## config.mk

```make
export PLATFORM = sky130hd
export DESIGN_NAME = shell_argument_tokenizer_top_flat
export DESIGN_NICKNAME = d
export VERILOG_FILES = /design/src/design/sat_pkg.sv /design/src/design/sat_ifs.sv /design/src/design/sat_step.sv /design/src/design/shell_argument_tokenizer_top.sv /design/src/flat_wrapper.sv
export SDC_FILE = /design/constraint.sdc
export NUM_CORES = 1
export LEC_CHECK = 0
export BUFFER_PORTS_ARGS = -buffer_cell sky130_fd_sc_hd__buf_2
export CAP_MARGIN = 15
export CORE_ASPECT_RATIO = 1.4
export CORE_MARGIN = 3
export CORE_UTILIZATION = 30
export DETAILED_ROUTE_END_ITERATION = 6
export PLACE_DENSITY = 0.58
export SLEW_MARGIN = 20
export SYNTH_ARGS = -nofsm -noshare
export SYNTH_HDL_FRONTEND = slang
export SYNTH_SLANG_ARGS = --single-unit
export TNS_END_PERCENT = 1
```

## constraint.sdc

```tcl
create_clock -name clk -period 10.9 [get_ports clk]
set_input_delay 0 -clock clk [delete_from_list [all_inputs] [get_ports clk]]
set_output_delay 0 -clock clk [all_outputs]
set_load 0.005 [all_outputs]
```

## src/design/sat_pkg.sv

```systemverilog
// Shared constants, types and codes for the shell argument tokenizer.
package sat_pkg;

    localparam int BUFFER_SIZE = 256;
    localparam int MAX_ARGS    = 16;

    localparam int POS_W = $clog2(BUFFER_SIZE + 1);
    localparam int ARG_W = $clog2(MAX_ARGS + 1);

    // Parser state codes
    localparam logic [1:0] PM_SEARCH = 2'd0;
    localparam logic [1:0] PM_QUOTED = 2'd1;
    localparam logic [1:0] PM_PLAIN  = 2'd2;

    // Input modes
    localparam logic MODE_CHAR    = 1'b0;
    localparam logic MODE_NEWLINE = 1'b1;

    // Characters of interest
    localparam logic [7:0] CH_SPACE  = 8'h20;
    localparam logic [7:0] CH_QUOTE  = 8'h22;
    localparam logic [7:0] CH_BSLASH = 8'h5C;
    localparam logic [7:0] CH_X      = 8'h78;
    localparam logic [7:0] CH_NUL    = 8'h00;

    localparam logic [POS_W-1:0] POS_LIMIT  = POS_W'(BUFFER_SIZE);
    localparam logic [POS_W-1:0] POS_LIMIT1 = POS_W'(BUFFER_SIZE - 1);
    localparam logic [ARG_W-1:0] ARG_LIMIT  = ARG_W'(MAX_ARGS);

    typedef struct packed {
        logic [1:0]       pmode;
        logic             esc;
        logic [POS_W-1:0] pos;
        logic [ARG_W-1:0] args;
        logic             ovf;
    } sat_state_t;

    typedef struct packed {
        logic [1:0] write_count;
        logic [7:0] first_byte;
        logic [7:0] second_byte;
        logic [7:0] write_position;
        logic [4:0] arg_count;
        logic [1:0] parse_state;
        logic       escape_pending;
        logic       overflow;
    } sat_result_t;

endpackage

```

## src/design/sat_ifs.sv

```systemverilog
// Valid/ready channel interfaces for tokenizer input and results.
interface sat_in_if;
    logic       valid;
    logic       ready;
    logic       mode;
    logic [7:0] char_in;

    modport source (output valid, output mode, output char_in, input ready);
    modport sink   (input valid, input mode, input char_in, output ready);
endinterface

interface sat_out_if;
    logic       valid;
    logic       ready;
    logic [1:0] write_count;
    logic [7:0] first_byte;
    logic [7:0] second_byte;
    logic [7:0] write_position;
    logic [4:0] arg_count;
    logic [1:0] parse_state;
    logic       escape_pending;
    logic       overflow;

    modport source (output valid, output write_count, output first_byte,
                    output second_byte, output write_position, output arg_count,
                    output parse_state, output escape_pending, output overflow,
                    input ready);
    modport sink   (input valid, input write_count, input first_byte,
                    input second_byte, input write_position, input arg_count,
                    input parse_state, input escape_pending, input overflow,
                    output ready);
endinterface

```

## src/design/sat_step.sv

```systemverilog
// Next-state and result logic for one tokenizer character.
module sat_step (
    input  sat_pkg::sat_state_t  cur,
    input  logic                 mode,
    input  logic [7:0]           char_in,
    output sat_pkg::sat_state_t  nxt,
    output sat_pkg::sat_result_t res
);
    import sat_pkg::*;

    logic [1:0]       pmode;
    logic             esc;
    logic             start;
    logic [1:0]       produced;
    logic [7:0]       byte0;
    logic [7:0]       byte1;
    logic             fit0;
    logic             fit1;
    logic [1:0]       accepted;
    logic             arg_sat;
    logic [ARG_W-1:0] args_n;
    logic [POS_W+7:0] pos_ext;
    logic [ARG_W+4:0] args_ext;
    logic             in_arg;

    always_comb
    begin
        pmode    = cur.pmode;
        esc      = cur.esc;
        start    = 1'b0;
        produced = 2'd0;
        byte0    = CH_NUL;
        byte1    = CH_NUL;
        in_arg   = (cur.pmode == PM_QUOTED) || (cur.pmode == PM_PLAIN);

        if (in_arg)
        begin
            if (cur.esc)
            begin
                esc = 1'b0;
                if (char_in == CH_X)
                begin
                    byte0    = CH_BSLASH;
                    byte1    = char_in;
                    produced = 2'd2;
                end
                else
                begin
                    byte0    = char_in;
                    produced = 2'd1;
                end
            end
            else if (char_in == CH_QUOTE)
                pmode = (cur.pmode == PM_QUOTED) ? PM_PLAIN : PM_QUOTED;
            else if (char_in == CH_BSLASH)
                esc = 1'b1;
            else if (char_in == CH_SPACE && cur.pmode == PM_PLAIN)
            begin
                byte0    = CH_NUL;
                produced = 2'd1;
                pmode    = PM_SEARCH;
            end
            else
            begin
                byte0    = char_in;
                produced = 2'd1;
            end
        end
        else
        begin
            // searching; an unused state code behaves the same
            if (char_in == CH_SPACE)
                pmode = PM_SEARCH;
            else if (char_in == CH_QUOTE)
            begin
                start = 1'b1;
                pmode = PM_QUOTED;
            end
            else if (char_in == CH_BSLASH)
            begin
                start = 1'b1;
                esc   = 1'b1;
                pmode = PM_PLAIN;
            end
            else
            begin
                start    = 1'b1;
                byte0    = char_in;
                produced = 2'd1;
                pmode    = PM_PLAIN;
            end
        end

        // argument count, saturating
        arg_sat = start && (cur.args >= ARG_LIMIT);
        args_n  = (start && !arg_sat) ? cur.args + ARG_W'(1) : cur.args;

        // buffer space: only a prefix of the produced bytes is stored
        fit0 = cur.pos < POS_LIMIT;
        fit1 = cur.pos < POS_LIMIT1;
        case (produced)
            2'd1:    accepted = fit0 ? 2'd1 : 2'd0;
            2'd2:    accepted = fit1 ? 2'd2 : (fit0 ? 2'd1 : 2'd0);
            default: accepted = 2'd0;
        endcase

        if (mode == MODE_NEWLINE)
        begin
            nxt.pmode = PM_SEARCH;
            nxt.esc   = 1'b0;
            nxt.pos   = '0;
            nxt.args  = '0;
            nxt.ovf   = 1'b0;
            accepted  = 2'd0;
        end
        else
        begin
            nxt.pmode = pmode;
            nxt.esc   = esc;
            nxt.pos   = cur.pos + POS_W'(accepted);
            nxt.args  = args_n;
            nxt.ovf   = cur.ovf || arg_sat || (accepted != produced);
        end

        pos_ext  = {8'd0, cur.pos};
        args_ext = {5'd0, nxt.args};

        res.write_count    = accepted;
        res.first_byte     = (accepted != 2'd0) ? byte0 : CH_NUL;
        res.second_byte    = (accepted == 2'd2) ? byte1 : CH_NUL;
        res.write_position = (mode == MODE_NEWLINE) ? 8'd0 : pos_ext[7:0];
        res.arg_count      = args_ext[4:0];
        res.parse_state    = (nxt.pmode == PM_QUOTED) ? PM_QUOTED
                           : ((nxt.pmode == PM_PLAIN) ? PM_PLAIN : PM_SEARCH);
        res.escape_pending = nxt.esc;
        res.overflow       = nxt.ovf;
    end

endmodule

```

## src/design/shell_argument_tokenizer_top.sv

```systemverilog
// Top level of the shell argument tokenizer: parser state and result register.
//
//  channel  | dir | payload                                      | transfer when
//  ---------+-----+----------------------------------------------+----------------
//  in_ch    | in  | mode, char_in                                | valid && ready
//  out_ch   | out | write_count, first_byte, second_byte,        | valid && ready
//           |     | write_position, arg_count, parse_state,      |
//           |     | escape_pending, overflow                     |
//
// One character per cycle while out_ch drains: the parser state updates in the cycle of the input
// transfer, and the result appears in the output register on the next cycle.
// rst_n clears the parser to searching with empty buffer, zero count and no
// overflow, and empties the output register.
// in_ch.ready is high when the output register is empty or is being read in
// the same cycle; a stall on out_ch holds the result and back-pressures in_ch.
module shell_argument_tokenizer_top (
    input  logic clk,
    input  logic rst_n,
    sat_in_if.sink    in_ch,
    sat_out_if.source out_ch
);
    import sat_pkg::*;

    sat_state_t  state_reg;
    sat_state_t  state_next;
    sat_result_t step_res;
    sat_result_t res_reg;
    logic        out_valid_reg;
    logic        in_xfer;

    sat_step u_step (
        .cur     (state_reg),
        .mode    (in_ch.mode),
        .char_in (in_ch.char_in),
        .nxt     (state_next),
        .res     (step_res)
    );

    // output register frees up when its result is taken
    assign in_ch.ready = !out_valid_reg || out_ch.ready;
    assign in_xfer     = in_ch.valid && in_ch.ready;

    always_ff @(posedge clk or negedge rst_n)
    begin
        if (!rst_n)
        begin
            state_reg.pmode <= PM_SEARCH;
            state_reg.esc   <= 1'b0;
            state_reg.pos   <= '0;
            state_reg.args  <= '0;
            state_reg.ovf   <= 1'b0;
            out_valid_reg   <= 1'b0;
        end
        else
        begin
            if (in_xfer)
                state_reg <= state_next;
            if (in_xfer)
                out_valid_reg <= 1'b1;
            else if (out_ch.ready)
                out_valid_reg <= 1'b0;
        end
    end

    // result payload, no reset needed
    always_ff @(posedge clk)
    begin
        if (in_xfer)
            res_reg <= step_res;
    end

    assign out_ch.valid          = out_valid_reg;
    assign out_ch.write_count    = res_reg.write_count;
    assign out_ch.first_byte     = res_reg.first_byte;
    assign out_ch.second_byte    = res_reg.second_byte;
    assign out_ch.write_position = res_reg.write_position;
    assign out_ch.arg_count      = res_reg.arg_count;
    assign out_ch.parse_state    = res_reg.parse_state;
    assign out_ch.escape_pending = res_reg.escape_pending;
    assign out_ch.overflow       = res_reg.overflow;

endmodule

```

## src/flat_wrapper.sv

```systemverilog
// flat-port wrapper written by rule: the top's interface ports become plain ports
module shell_argument_tokenizer_top_flat import sat_pkg::*;
  (clk, rst_n, in_ch_valid, in_ch_mode, in_ch_char_in, in_ch_ready, out_ch_valid, out_ch_write_count, out_ch_first_byte, out_ch_second_byte, out_ch_write_position, out_ch_arg_count, out_ch_parse_state, out_ch_escape_pending, out_ch_overflow, out_ch_ready);
  sat_in_if in_ch_i ();
  sat_out_if out_ch_i ();
  input  logic clk;
  input  logic rst_n;
  input wire logic [$bits(in_ch_i.valid)-1:0] in_ch_valid;
  input wire logic [$bits(in_ch_i.mode)-1:0] in_ch_mode;
  input wire logic [$bits(in_ch_i.char_in)-1:0] in_ch_char_in;
  output wire logic [$bits(in_ch_i.ready)-1:0] in_ch_ready;
  output wire logic [$bits(out_ch_i.valid)-1:0] out_ch_valid;
  output wire logic [$bits(out_ch_i.write_count)-1:0] out_ch_write_count;
  output wire logic [$bits(out_ch_i.first_byte)-1:0] out_ch_first_byte;
  output wire logic [$bits(out_ch_i.second_byte)-1:0] out_ch_second_byte;
  output wire logic [$bits(out_ch_i.write_position)-1:0] out_ch_write_position;
  output wire logic [$bits(out_ch_i.arg_count)-1:0] out_ch_arg_count;
  output wire logic [$bits(out_ch_i.parse_state)-1:0] out_ch_parse_state;
  output wire logic [$bits(out_ch_i.escape_pending)-1:0] out_ch_escape_pending;
  output wire logic [$bits(out_ch_i.overflow)-1:0] out_ch_overflow;
  input wire logic [$bits(out_ch_i.ready)-1:0] out_ch_ready;
  assign in_ch_i.valid = in_ch_valid;
  assign in_ch_i.mode = in_ch_mode;
  assign in_ch_i.char_in = in_ch_char_in;
  assign in_ch_ready = in_ch_i.ready;
  assign out_ch_valid = out_ch_i.valid;
  assign out_ch_write_count = out_ch_i.write_count;
  assign out_ch_first_byte = out_ch_i.first_byte;
  assign out_ch_second_byte = out_ch_i.second_byte;
  assign out_ch_write_position = out_ch_i.write_position;
  assign out_ch_arg_count = out_ch_i.arg_count;
  assign out_ch_parse_state = out_ch_i.parse_state;
  assign out_ch_escape_pending = out_ch_i.escape_pending;
  assign out_ch_overflow = out_ch_i.overflow;
  assign out_ch_i.ready = out_ch_ready;
  shell_argument_tokenizer_top u_core (.clk(clk), .rst_n(rst_n), .in_ch(in_ch_i), .out_ch(out_ch_i));
endmodule
```

==> results of run 1 <==
[power groups by stage]
stage          Sequential (mW)  Combinational, mW  Clock [mW]
6_report                 0.268             0.0966       0.180
4_1_cts                  0.268             0.0979       0.185
2_1_floorplan            0.269             0.0645           0
3_3_place_gp             0.272             0.0949           0
3_5_place_dp             0.272             0.0970           0
5_1_grt                  0.272              0.110       0.191
[critical path: stages, from the launching register on]
cell and delay [ns]:
dfrtp_1 0.38, inv_1 0.07, ha_1 0.46, or4_1 0.72, inv_1 0.15, ha_1 0.25, a21oi_1 0.12, nor3_1 0.50
ha_1 0.28, inv_1 0.06, fa_1 0.41, nand2b_1 0.17, or3_1 0.33, nor3_1 0.14, a21oi_1 0.06, o22ai_1 0.14
[stage by stage]
stage	setup slack, ns	instance area (sq um)
floorplan	7.26	2650
global placement	6.88	2990
detailed placement	6.65	2990
CTS	6.63	3170
global route	6.11	3180
finish	6.58	3180
[logic make-up after synthesis]
family	synth area share, %
and+or+nand+nor	17.1
DFF	57.9
AOI/OAI and AO/OA	13.3
buffers and inverters	3.46
adders and majority gates	4.08
xor gates and xnor gates	1.99
muxes	1.95
other	0.142
[cell usage in the layout, fill, tap and decap left out, types with 2 or more instances in the layout]
cell | Yosys | layout
clkbuf_16 | 0 | 5
o31ai_1 | 2 | 2
buf_2 | 1 | 49
a21o_1 | 2 | 2
o22ai_1 | 3 | 3
mux2i_1 | 4 | 4
nor2_1 | 23 | 23
nor3_1 | 6 | 6
or3_1 | 4 | 4
nor2b_1 | 6 | 6
a21oi_1 | 16 | 16
nand4b_1 | 3 | 3
ha_1 | 7 | 7
edfxtp_1 | 35 | 35
dlygate4sd3_1 | 0 | 2
a211o_1 | 2 | 2
o21a_1 | 3 | 3
and3_1 | 2 | 2
conb_1 | 1 | 4
o21ai_0 | 9 | 9
nand3_1 | 4 | 4
o211ai_1 | 2 | 2
dfrtp_1 | 19 | 19
nand2_1 | 16 | 16
xnor2_1 | 3 | 3
xor2_1 | 3 | 3
inv_1 | 13 | 13
nor4_1 | 5 | 5
and2_1 | 6 | 6
nand2b_1 | 3 | 3
[final timing paths]
| path | to | cells after the start | slack [ns] | startpoint |
|---|---|---|---|---|
| min | u_core.out_ch.first_byte[3] | 2 | 0.02 | in_ch_char_in[3] |
| min in group asynchronous | u_core.state_reg[3] | 2 | 0.20 | rst_n |
| max reg2reg | u_core.state_reg[14] | 15 | 6.58 | u_core.state_reg[16] |
| min reg2reg | u_core.state_reg[2] | 2 | 0.55 | u_core.state_reg[2] |
| max | u_core.state_reg[14] | 15 | 6.58 | u_core.state_reg[16] |
| max in group asynchronous | u_core.state_reg[10] | 2 | 10.38 | rst_n |
[repair_timing]
action | in CTS | in global routing
buffers inserted | 0 | 0
hold endpoints to repair | 20 | 0
gates resized for setup | 0 | 0
hold buffers | 2 | 0
endpoints found under the setup margin | 0 | 0
[metal layers]
layer	track usage (%)	share of wire, %	up-vias
li1	-	-	963
met1	12.8	41	961
met2	22.0	53	44
met3	2.66	5.0	5
met4	3.48	1.1	0
met5	0	0	-
[area by class of cell]
class	instances	area share, %
repair buffers	52	8.57
clock inverters	3	1.38
well taps	102	4.01
multi-input cells	162	32.6
flip-flops and latches	54	48.0
clock buffers	5	3.93
inverters	13	1.53
[cell usage after synthesis (2+ instances only)]
library cell | number | area [sq um]
a211o_1 | 2 | 17.5
a21o_1 | 2 | 15.0
a21oi_1 | 16 | 80.1
and2_1 | 6 | 37.5
and3_1 | 2 | 12.5
clkbuf_1 | 9 | 33.8
dfrtp_1 | 19 | 475
edfxtp_1 | 35 | 1050
ha_1 | 7 | 87.6
inv_1 | 13 | 48.8
mux2i_1 | 4 | 40.0
nand2_1 | 16 | 60.1
nand2b_1 | 3 | 18.8
nand3_1 | 4 | 20.0
nand4b_1 | 3 | 26.3
nor2_1 | 23 | 86.3
nor2b_1 | 6 | 37.5
nor3_1 | 6 | 30.0
nor4_1 | 5 | 31.3
o211ai_1 | 2 | 15.0
o21a_1 | 3 | 22.5
o21ai_0 | 9 | 45.0
o22ai_1 | 3 | 18.8
o311ai_1 | 2 | 17.5
o31ai_1 | 2 | 15.0
or3_1 | 4 | 25.0
xnor2_1 | 3 | 26.3
xor2_1 | 3 | 26.3
==> metrics.md, run 1 <==
| Metric | Value |
|---|---|
| Register Area | approximately 1500 sq um |
| Relative slew slack | approximately two fifths |
| Net Switching | 148 uW |
| Sequential element share of the synthesized area | 57.9% |
| Layout cell share with drive strength beyond 1 | about 22% |
| Clock sinks | 54 |
| Area Overhead vs Synth | 20.7% |
| Fmax | approximately 0.23 GHz |
| Worst vdd ir | 0.0990 mV |
| Initial antenna violation count | 0 |
| Footprint of the multi-input gates | ~1000 sq um |
| DR iter-0 viols | 75 |
| Global placement routability congestion | roughly 0.84 |
| Leak pwr | 1.31 nW |
| DR vias | around 2000 |
| Max reg flops | 18 |
| Largest net degree at the start of global routing | 41 |
| Fillcell total | between 800 and 900 |
| Data required, critical path | between 10 and 15 ns |
| Setup TNS | 0 ns |
| Fin. max-slew vios | 0 |
| FF+latch count, synth | 54 |
| Unique masters post-synth | 53 |
| Yosys warning count | 0 |
| Hold Crit Class | in2reg |
| Die Y | between 100 and 150 microns |
| DRC Markers | 0 |
| Final Hold Fails | 0 |
| Post-synth ARST share | approximately a third |
| Total gr overflow | 0 |
| Total track usage | a little under an eighth |
| Clock latency on the worst-skew pair | slightly below 0.3 ns |
| Netlist Area Pre-Place | between 2000 and 3000 sq um |
| Synth Flop Type | edfxtp_1 |
| Initial core utilization | between 30% and 40% |
| Startpoint types | flip-flop |
| Die footprint | around 10000 sq um |
| DP Cell Count | 381 |
| Worst Path Arrival | about 4.5 ns |
| Clk root buf | clkbuf_16 |
| Vias in the first global route | between 1500 and 2000 |
| Core Region | about 8300 sq um |
| CTS clock-pin slew for the worst setup and hold paths | approximately 0.070 ns |
| Post-synth EDFFs | 35 |
| Max-Cap Viols | 0 |
| I/O Pins | 50 |
| CTS tree | built |
| Finished Layout Cells | between 300 and 400 |
| WL/cell | around 14 microns |
| H-tree levels | 2 |
| Post-detail-place hpwl | roughly 4.0 mm |
| Detail Route Antenna Nets | 0 |
| Final Setup Violations | 0 |
| Final hold slack | just over 0.02 ns |
| Comb pwr share | between 10% and 20% |
| Power, Total | about 540 uW |
| Row count | 39 |
| Port buffer count | between 40 and 50 |
| Worst-path fanout max | 15 |
| Total wire length | roughly 5.6 mm |
| Cell-internal power | around 400 uW |
| Unrepaired setup endpoints after global routing | false |
| Status | complete, no violations |
| First-pass DRT Iterations | 4 |
| WS Path Type | reg2reg |
| Clk_skew | between 0.006 and 0.007 ns |
| Final period util | between 30% and 40% |
| Crit. End Element | flip-flop |
| PwrDens | 171 nW/um^2 |
| Antenna diodes | 0 |
| Final design utilization | between 30% and 40% |
| First-pass GRT wire length | 9.16 mm |
| Max clock buf depth | 2 |
| Worst slew pin tran | about 0.92 ns |
| Cts bufs inserted | 5 |
| Nets@finish | 309 |
| Syn avg cell area | approximately 11 sq um |
| Sw frac | 27.3% |
| Minimum clock period | 4.32 ns |
| Power share of the sequential group | 49.2% |
| Die Width | between 80 and 90 microns |
| Vias per inst | 5.05 |
| Post-Syn Instances | about 240 |
| Clock power frac | 33.1% |
No activity file was read; power rests on OpenSTA's default activity.
==> run 2: changes to the inputs <==
==> constraint.sdc (replaced) <==
create_clock -name clk -period 4.1 [get_ports clk]
set_input_delay 0 -clock clk [delete_from_list [all_inputs] [get_ports clk]]
set_output_delay 0 -clock clk [all_outputs]
set_load 0.005 [all_outputs]
==> run 2 against run 1 <==
Compared with the run above:
- flip-flop and latch count unchanged
- largest power group unchanged
- hold slack got worse by 0.011 ns
- critical path depth unchanged
- wire length increased by 4.3%
- clock skew decreased by 0.0031 ns
- setup slack got worse by 6.1 ns
- clock power increased to 3.0 times the previous value
- non-clock buffer count increased by 5
- sequential power increased to 2.7 times the previous value
- via count increased by 0.10%
==> metrics.md, run 2 (synthesis gave the netlist of run 1 again) <==
| Metric | Value |
|---|---|
| Placed Instance Area | 3020 sq um (was 2990 sq um) |
| Leading cell type in the layout, fill and taps excluded | buf_2 (unchanged) |
| Final design utilization | 38.8% (was 38.1%) |
| Routed wl met3 | 292 microns (was 278 microns) |
| Row count | 39 (unchanged) |
| WS Path Type | reg2reg (unchanged) |
| DP Cell Count | 386 (was 381) |
| DR iter-0 viols | 94 (was 75) |
| First-pass DRT Iterations | 4 (unchanged) |
| Initial antenna violation count | 0 (unchanged) |
| Final Hold Fails | 0 (unchanged) |
| Clk root buf | clkbuf_16 (unchanged) |
| Startpoint types | flip-flop (unchanged) |
| Worst Path Arrival | 3.88 ns (was 4.52 ns) |
| Final period util | 89.5% (was 39.7%) |
| Unrepaired setup endpoints after global routing | false (unchanged) |
| Post-Layout Inst Area | 3240 sq um (was 3180 sq um) |
| Die Y | 117 microns (unchanged) |
| Crit. End Element | flip-flop (unchanged) |
| Max-Cap Viols | 0 (unchanged) |
| RR Startpoint | u_core.state_reg[16] (unchanged) |
| Met2 wire length | 3.05 mm (was 2.95 mm) |
| Data required, critical path | 4.31 ns (was 11.10 ns) |
| Worst-path fanout max | 15 (unchanged) |
| Power, Total | 1.52 mW (was 545 uW) |
| Fmax | 0.273 GHz (was 0.231 GHz) |
| Total gr overflow | 0 (unchanged) |
| Worst Hold Path Cells | 2 (unchanged) |
| Vias in the first global route | 2027 (was 1872) |
| Minimum clock period | 3.67 ns (was 4.32 ns) |
| Die Width | 85.2 microns (unchanged) |
| Nets@finish | 314 (was 309) |
| DR vias | 1975 (was 1973) |
| Die footprint | 9960 sq um (unchanged) |
| WL/cell | 14.7 microns (was 14.3 microns) |
| Layout cell share with drive strength beyond 1 | 23.5% (was 22.1%) |
| Vias per inst | 4.99 (was 5.05) |
| First-pass GRT wire length | 9.62 mm (was 9.16 mm) |
| Highest routed layer | met4 (unchanged) |
| Global placement routability congestion | 0.832 (was 0.840) |
| Critical Path Start | u_core.state_reg[16] (unchanged) |
| M1 WL | 2.36 mm (was 2.28 mm) |
| Relative slew slack | 52.2% (was 38.0%) |
| Final Setup Violations | 0 (unchanged) |
| Cts bufs inserted | 5 (unchanged) |
| Max clock buf depth | 2 (unchanged) |
| Worst hold start | in_ch_char_in[7] (was in_ch_char_in[3]) |
| Worst vdd ir | 0.200 mV (was 0.0990 mV) |
| Area Overhead vs Synth | 22.9% (was 20.7%) |
| Antenna diodes | 0 (unchanged) |
| Initial core utilization | 31.6% (unchanged) |
| Final hold slack | 0.00998 ns (was 0.0206 ns) |
| Fin. max-slew vios | 0 (unchanged) |
| Core Region | 8340 sq um (unchanged) |
| Most frequent cells in the layout | buf_2, edfxtp_1, nor2_1 (unchanged) |
| CTS tree | built (unchanged) |
| Post-CTS Setup Bufs | 0 (unchanged) |
| Total track usage | 12.3% (was 11.6%) |
| DRC Markers | 0 (unchanged) |
| Max reg flops | 18 (unchanged) |
| CTS clock-pin slew for the worst setup and hold paths | 0.07 ns (about the same) |
| Clock sinks | 54 (unchanged) |
| Finished Layout Cells | 396 (was 391) |
| I/O Pins | 50 (unchanged) |
| H-tree levels | 2 (unchanged) |
| Worst slew pin tran | 0.718 ns (was 0.915 ns) |
| Post-detail-place hpwl | 4.15 mm (was 4.03 mm) |
| Worst R2R Path Depth | 15 (unchanged) |
| Status | complete, no violations (unchanged) |
| Hold Crit Class | in2reg (unchanged) |
| Clk_skew | 0.00385 ns (was 0.00691 ns) |
| Detail Route Antenna Nets | 0 (unchanged) |
| Leak pwr | 1.34 nW (was 1.31 nW) |
| Setup TNS | 0 ns (unchanged) |
| Worst setup margin | 0.430 ns (was 6.58 ns) |
| DP Worst Slack | 0.374 ns (was 6.65 ns) |
| Largest net degree at the start of global routing | 41 (unchanged) |
| Total wire length | 5.81 mm (was 5.58 mm) |
| Port buffer count | 49 (unchanged) |
| Clock latency on the worst-skew pair | 0.29 ns (about the same) |
| PwrDens | 468 nW/um^2 (was 171 nW/um^2) |
## run 2: changes by cell type in the layout (fill, tap and decap cells not counted), sizes merged
cell and delta:
bufinv +1, inv -1, buf +5
## run 2: final timing paths
path                                                to  slack (ns)
max reg2reg                       u_core.state_reg[14]        0.43
max in group asynchronous         u_core.state_reg[15]        3.58
min reg2reg                        u_core.state_reg[2]        0.56
min                        u_core.out_ch.first_byte[7]        0.01
min in group asynchronous          u_core.state_reg[1]        0.19
max                               u_core.state_reg[14]        0.43
## run 2: final cells by class
type                    count  area [sq um]
clock buffers               5           125
flip-flops and latches     54          1530
inverters                  13          48.8
well taps                 102           128
fillers                   831          5100
repair buffers             57           310
clock inverters             3          68.8
multi-input cells         162          1030
## run 2: worst max-delay path, stage by stage, from the launching register on
cell      delay [ns]
dfrtp_1         0.40
inv_1           0.09
ha_2            0.36
or4_1           0.55
inv_1           0.11
ha_1            0.24
a21oi_1         0.11
nor3_1          0.23
ha_1            0.22
inv_1           0.05
fa_1            0.40
nand2b_1        0.17
or3_1           0.33
nor3_1          0.14
a21oi_1         0.06
o22ai_1         0.12
## run 2: power breakdown
group	total, mW	internal [mW]	switching [mW]
Clock	0.545	0.351	0.194
Combinational	0.258	0.114	0.144
Sequential	0.712	0.656	0.0569
## run 2: what timing repair did
action,4_1_cts,5_1_grt
hold buffers,2,0
endpoints found under the hold margin,20,0
resized for setup,0,1
endpoints found under the setup margin,0,1
## run 2: per-layer routing
layer | up-vias | global-route usage [%]
li1 | 969 | -
met5 | - | 0
met1 | 957 | 13.4
met3 | 8 | 2.87
met2 | 41 | 23.1
met4 | 0 | 4.65
==> run 3: changes to the inputs <==
--- a/config.mk
+++ b/config.mk
@@ -12,6 +12,7 @@
 export CORE_UTILIZATION = 30
 export DETAILED_ROUTE_END_ITERATION = 6
 export PLACE_DENSITY = 0.58
+export RECOVER_POWER = 50
 export SLEW_MARGIN = 20
 export SYNTH_ARGS = -nofsm -noshare
 export SYNTH_HDL_FRONTEND = slang
==> run 3 against run 2 <==
Compared with the run above:
- total power fell by 0.26%
- maximum frequency barely moved
- non-clock buffer count did not move
- sequential share of layout area rose by 0.40 points
- largest cell class unchanged
- setup slack got worse by 0.0030 ns
- die area did not move
==> metrics.md, run 3 (synthesis gave the netlist of run 1 again) <==
| Metric | Value |
|---|---|
| Final Hold Fails | 0 (unchanged) |
| Clock power frac | 36.0% (about the same) |
| Clock latency on the worst-skew pair | 0.29 ns (about the same) |
| Worst Path Arrival | 3.88 ns (about the same) |
| CP peak stage delay | 0.55 ns (about the same) |
| Crit. End Element | flip-flop (unchanged) |
| Port buffer count | 49 (unchanged) |
| Worst-path fanout max | 15 (unchanged) |
| Cts bufs inserted | 5 (unchanged) |
| Clock sinks | 54 (unchanged) |
| Antenna diodes | 0 (unchanged) |
| Setup slack, reg-to-reg | 0.43 ns (about the same) |
| GR Util met1 | 13.4% (unchanged) |
| Die footprint | 9960 sq um (unchanged) |
| GR peak layer | met2 (unchanged) |
| Critical Path Start | u_core.state_reg[16] (unchanged) |
| Fmax | 0.272 GHz (was 0.273 GHz) |
| Row count | 39 (unchanged) |
| Total gr overflow | 0 (unchanged) |
| Max-Cap Viols | 0 (unchanged) |
| Nets@finish | 314 (unchanged) |
| Worst vdd ir | 0.199 mV (was 0.200 mV) |
| First-pass GRT wire length | 9.62 mm (unchanged) |
| Final design utilization | 38.5% (was 38.8%) |
| Final Setup Violations | 0 (unchanged) |
| Largest net degree at the start of global routing | 41 (unchanged) |
| Minimum clock period | 3.67 ns (about the same) |
| Most frequent cells in the layout | edfxtp_1, buf_2, nor2_1 (was buf_2, edfxtp_1, nor2_1) |
| Global placement routability congestion | 0.832 (unchanged) |
| Sw frac | 26.1% (about the same) |
| Hold Crit Class | in2reg (unchanged) |
| WL/cell | 14.7 microns (about the same) |
| DR vias | 1966 (was 1975) |
| Max clock buf depth | 2 (unchanged) |
| Relative slew slack | 19.4% (was 52.2%) |
| Final period util | 89.6% (was 89.5%) |
| Leading cell type in the layout, fill and taps excluded | edfxtp_1 (was buf_2) |
| Clk_skew | 0.00423 ns (was 0.00385 ns) |
| RR Startpoint | u_core.state_reg[16] (unchanged) |
| Setup TNS | 0 ns (unchanged) |
| CTS tree | built (unchanged) |
| First-pass DRT Iterations | 4 (unchanged) |
| Status | complete, no violations (unchanged) |
| Leak pwr | 1.28 nW (was 1.34 nW) |
| DRC Markers | 0 (unchanged) |
| Detail Route Antenna Nets | 0 (unchanged) |
| CTS clock-pin slew for the worst setup and hold paths | 0.07 ns (about the same) |
| R2R Path End | u_core.state_reg[14] (unchanged) |
| Power share of the sequential group | 47.2% (was 47.0%) |
| Fillcell total | 847 (was 831) |
| Max reg flops | 18 (unchanged) |
| Worst hold start | in_ch_char_in[7] (unchanged) |
| Die Y | 117 microns (unchanged) |
| Initial antenna violation count | 0 (unchanged) |
| I/O Pins | 50 (unchanged) |
| Initial core utilization | 31.6% (unchanged) |
| H-tree levels | 2 (unchanged) |
| Net Switching | 395 uW (about the same) |
| Area Overhead vs Synth | 21.8% (was 22.9%) |
| Worst slew pin tran | 1.21 ns (was 0.718 ns) |
| Comb pwr share | 16.8% (was 17.0%) |
| WS Path Type | reg2reg (unchanged) |
| Total wire length | 5.82 mm (was 5.81 mm) |
| Core Region | 8340 sq um (unchanged) |
| Worst R2R Path Depth | 15 (unchanged) |
| GR Util met3 | 2.87% (unchanged) |
| Footprint of the multi-input gates | 1030 sq um (unchanged) |
| GR Util met2 | 23.1% (unchanged) |
| Total track usage | 12.3% (unchanged) |
| CP endpoint | u_core.state_reg[14] (unchanged) |
| Register Area | 1530 sq um (unchanged) |
| Startpoint types | flip-flop (unchanged) |
| Unrepaired setup endpoints after global routing | false (unchanged) |
| Die Width | 85.2 microns (unchanged) |
| DR iter-0 viols | 97 (was 94) |
| Crit path cell chain | inv_1 > ha_2 > or4_1 > inv_1 > ha_1 > a21oi_1 > nor3_1 > ha_1 > inv_1 > fa_1 > nand2b_1 > or3_1 > nor3_1 > a21oi_1 > o22ai_1 (unchanged) |
| Cell-internal power | 1.12 mW (about the same) |
| CP most frequent cell | inv_1 (unchanged) |
| Fin. max-slew vios | 0 (unchanged) |
| Data required, critical path | 4.31 ns (about the same) |
| Worst Hold Path Cells | 2 (unchanged) |
| Critical path's slowest cell | or4_1 (unchanged) |
| Clk root buf | clkbuf_16 (unchanged) |
| Layout cell share with drive strength beyond 1 | 16.7% (was 23.5%) |
| Post-detail-place hpwl | 4.15 mm (unchanged) |
| Vias in the first global route | 2027 (unchanged) |
| PwrDens | 470 nW/um^2 (was 468 nW/um^2) |
| Vias per inst | 4.96 (was 4.99) |
## run 3: cell count changes in the layout (fill, tap and decap cells not counted), sizes merged
cell,previous run,this run
clkbuf,5,25
buf,55,35
## run 3: area by class of cell
cell class	count	share of cell area [%]
inverter	13	1.52
clock buffer	5	3.90
multi-input combinational	162	32.1
sequential	54	47.5
tap	102	3.97
timing repair buffer	57	8.80
clock inverter	3	2.14
## run 3: worst min path at each step
stage / end / slack [ns]
final: u_core.out_ch.first_byte[7] / 0.01
after global routing: u_core.out_ch.first_byte[7] / 0.01
after CTS: u_core.out_ch.first_byte[7] / 0.005
after detailed placement: u_core.state_reg[13] / -0.004
after global placement: u_core.state_reg[13] / -0.01
after floorplan: u_core.out_ch.valid / -0.30
## run 3: metrics by stage
step / instances / hold slack [ns] / cell area, sq um / worst slack (ns) / power, mW
after global routing: 396 / 0.0147 / 3210 / 0.0706 / 1.60
after CTS: 396 / 0.00512 / 3240 / 0.342 / 1.53
after detailed placement: 386 / -0.00387 / 3020 / 0.374 / 0.984
after global placement: 386 / -0.0137 / 3020 / 0.478 / 0.976
final: 396 / 0.0101 / 3210 / 0.427 / 1.51
after floorplan: 240 / -0.296 / 2650 / 0.456 / 0.887
## run 3: critical path: cells and delay by family, from the launching register on
family | cells | cell delay, ns
buffers and inverters | 3 | 0.25
AND/OR/NAND/NOR | 5 | 1.42
flip-flops | 1 | 0.40
AO/OA/AOI/OAI | 3 | 0.29
adder cells (fa/ha/maj) | 4 | 1.22
## run 3: metal layers
layer	share of wire (%)	wire length, microns	up-vias
met1	40	2350	948
met4	1.8	104	0
li1	-	-	970
met2	53	3060	40
met3	5.3	307	8
met5	0	0	-
## run 3: repair_timing
action | in CTS | in global routing
setup buffers | 0 | 0
hold buffers | 2 | 0
endpoints found under the hold margin | 20 | 0
endpoints found under the setup margin | 0 | 1
gates resized for setup | 0 | 1
## run 3: power by group through the flow
stage / combinational (mW) / clock (mW) / sequential (mW)
after CTS: 0.263 / 0.559 / 0.713
after floorplan: 0.172 / 0 / 0.716
after global placement: 0.255 / 0 / 0.721
after global routing: 0.297 / 0.582 / 0.722
final: 0.254 / 0.545 / 0.713
after detailed placement: 0.261 / 0 / 0.724
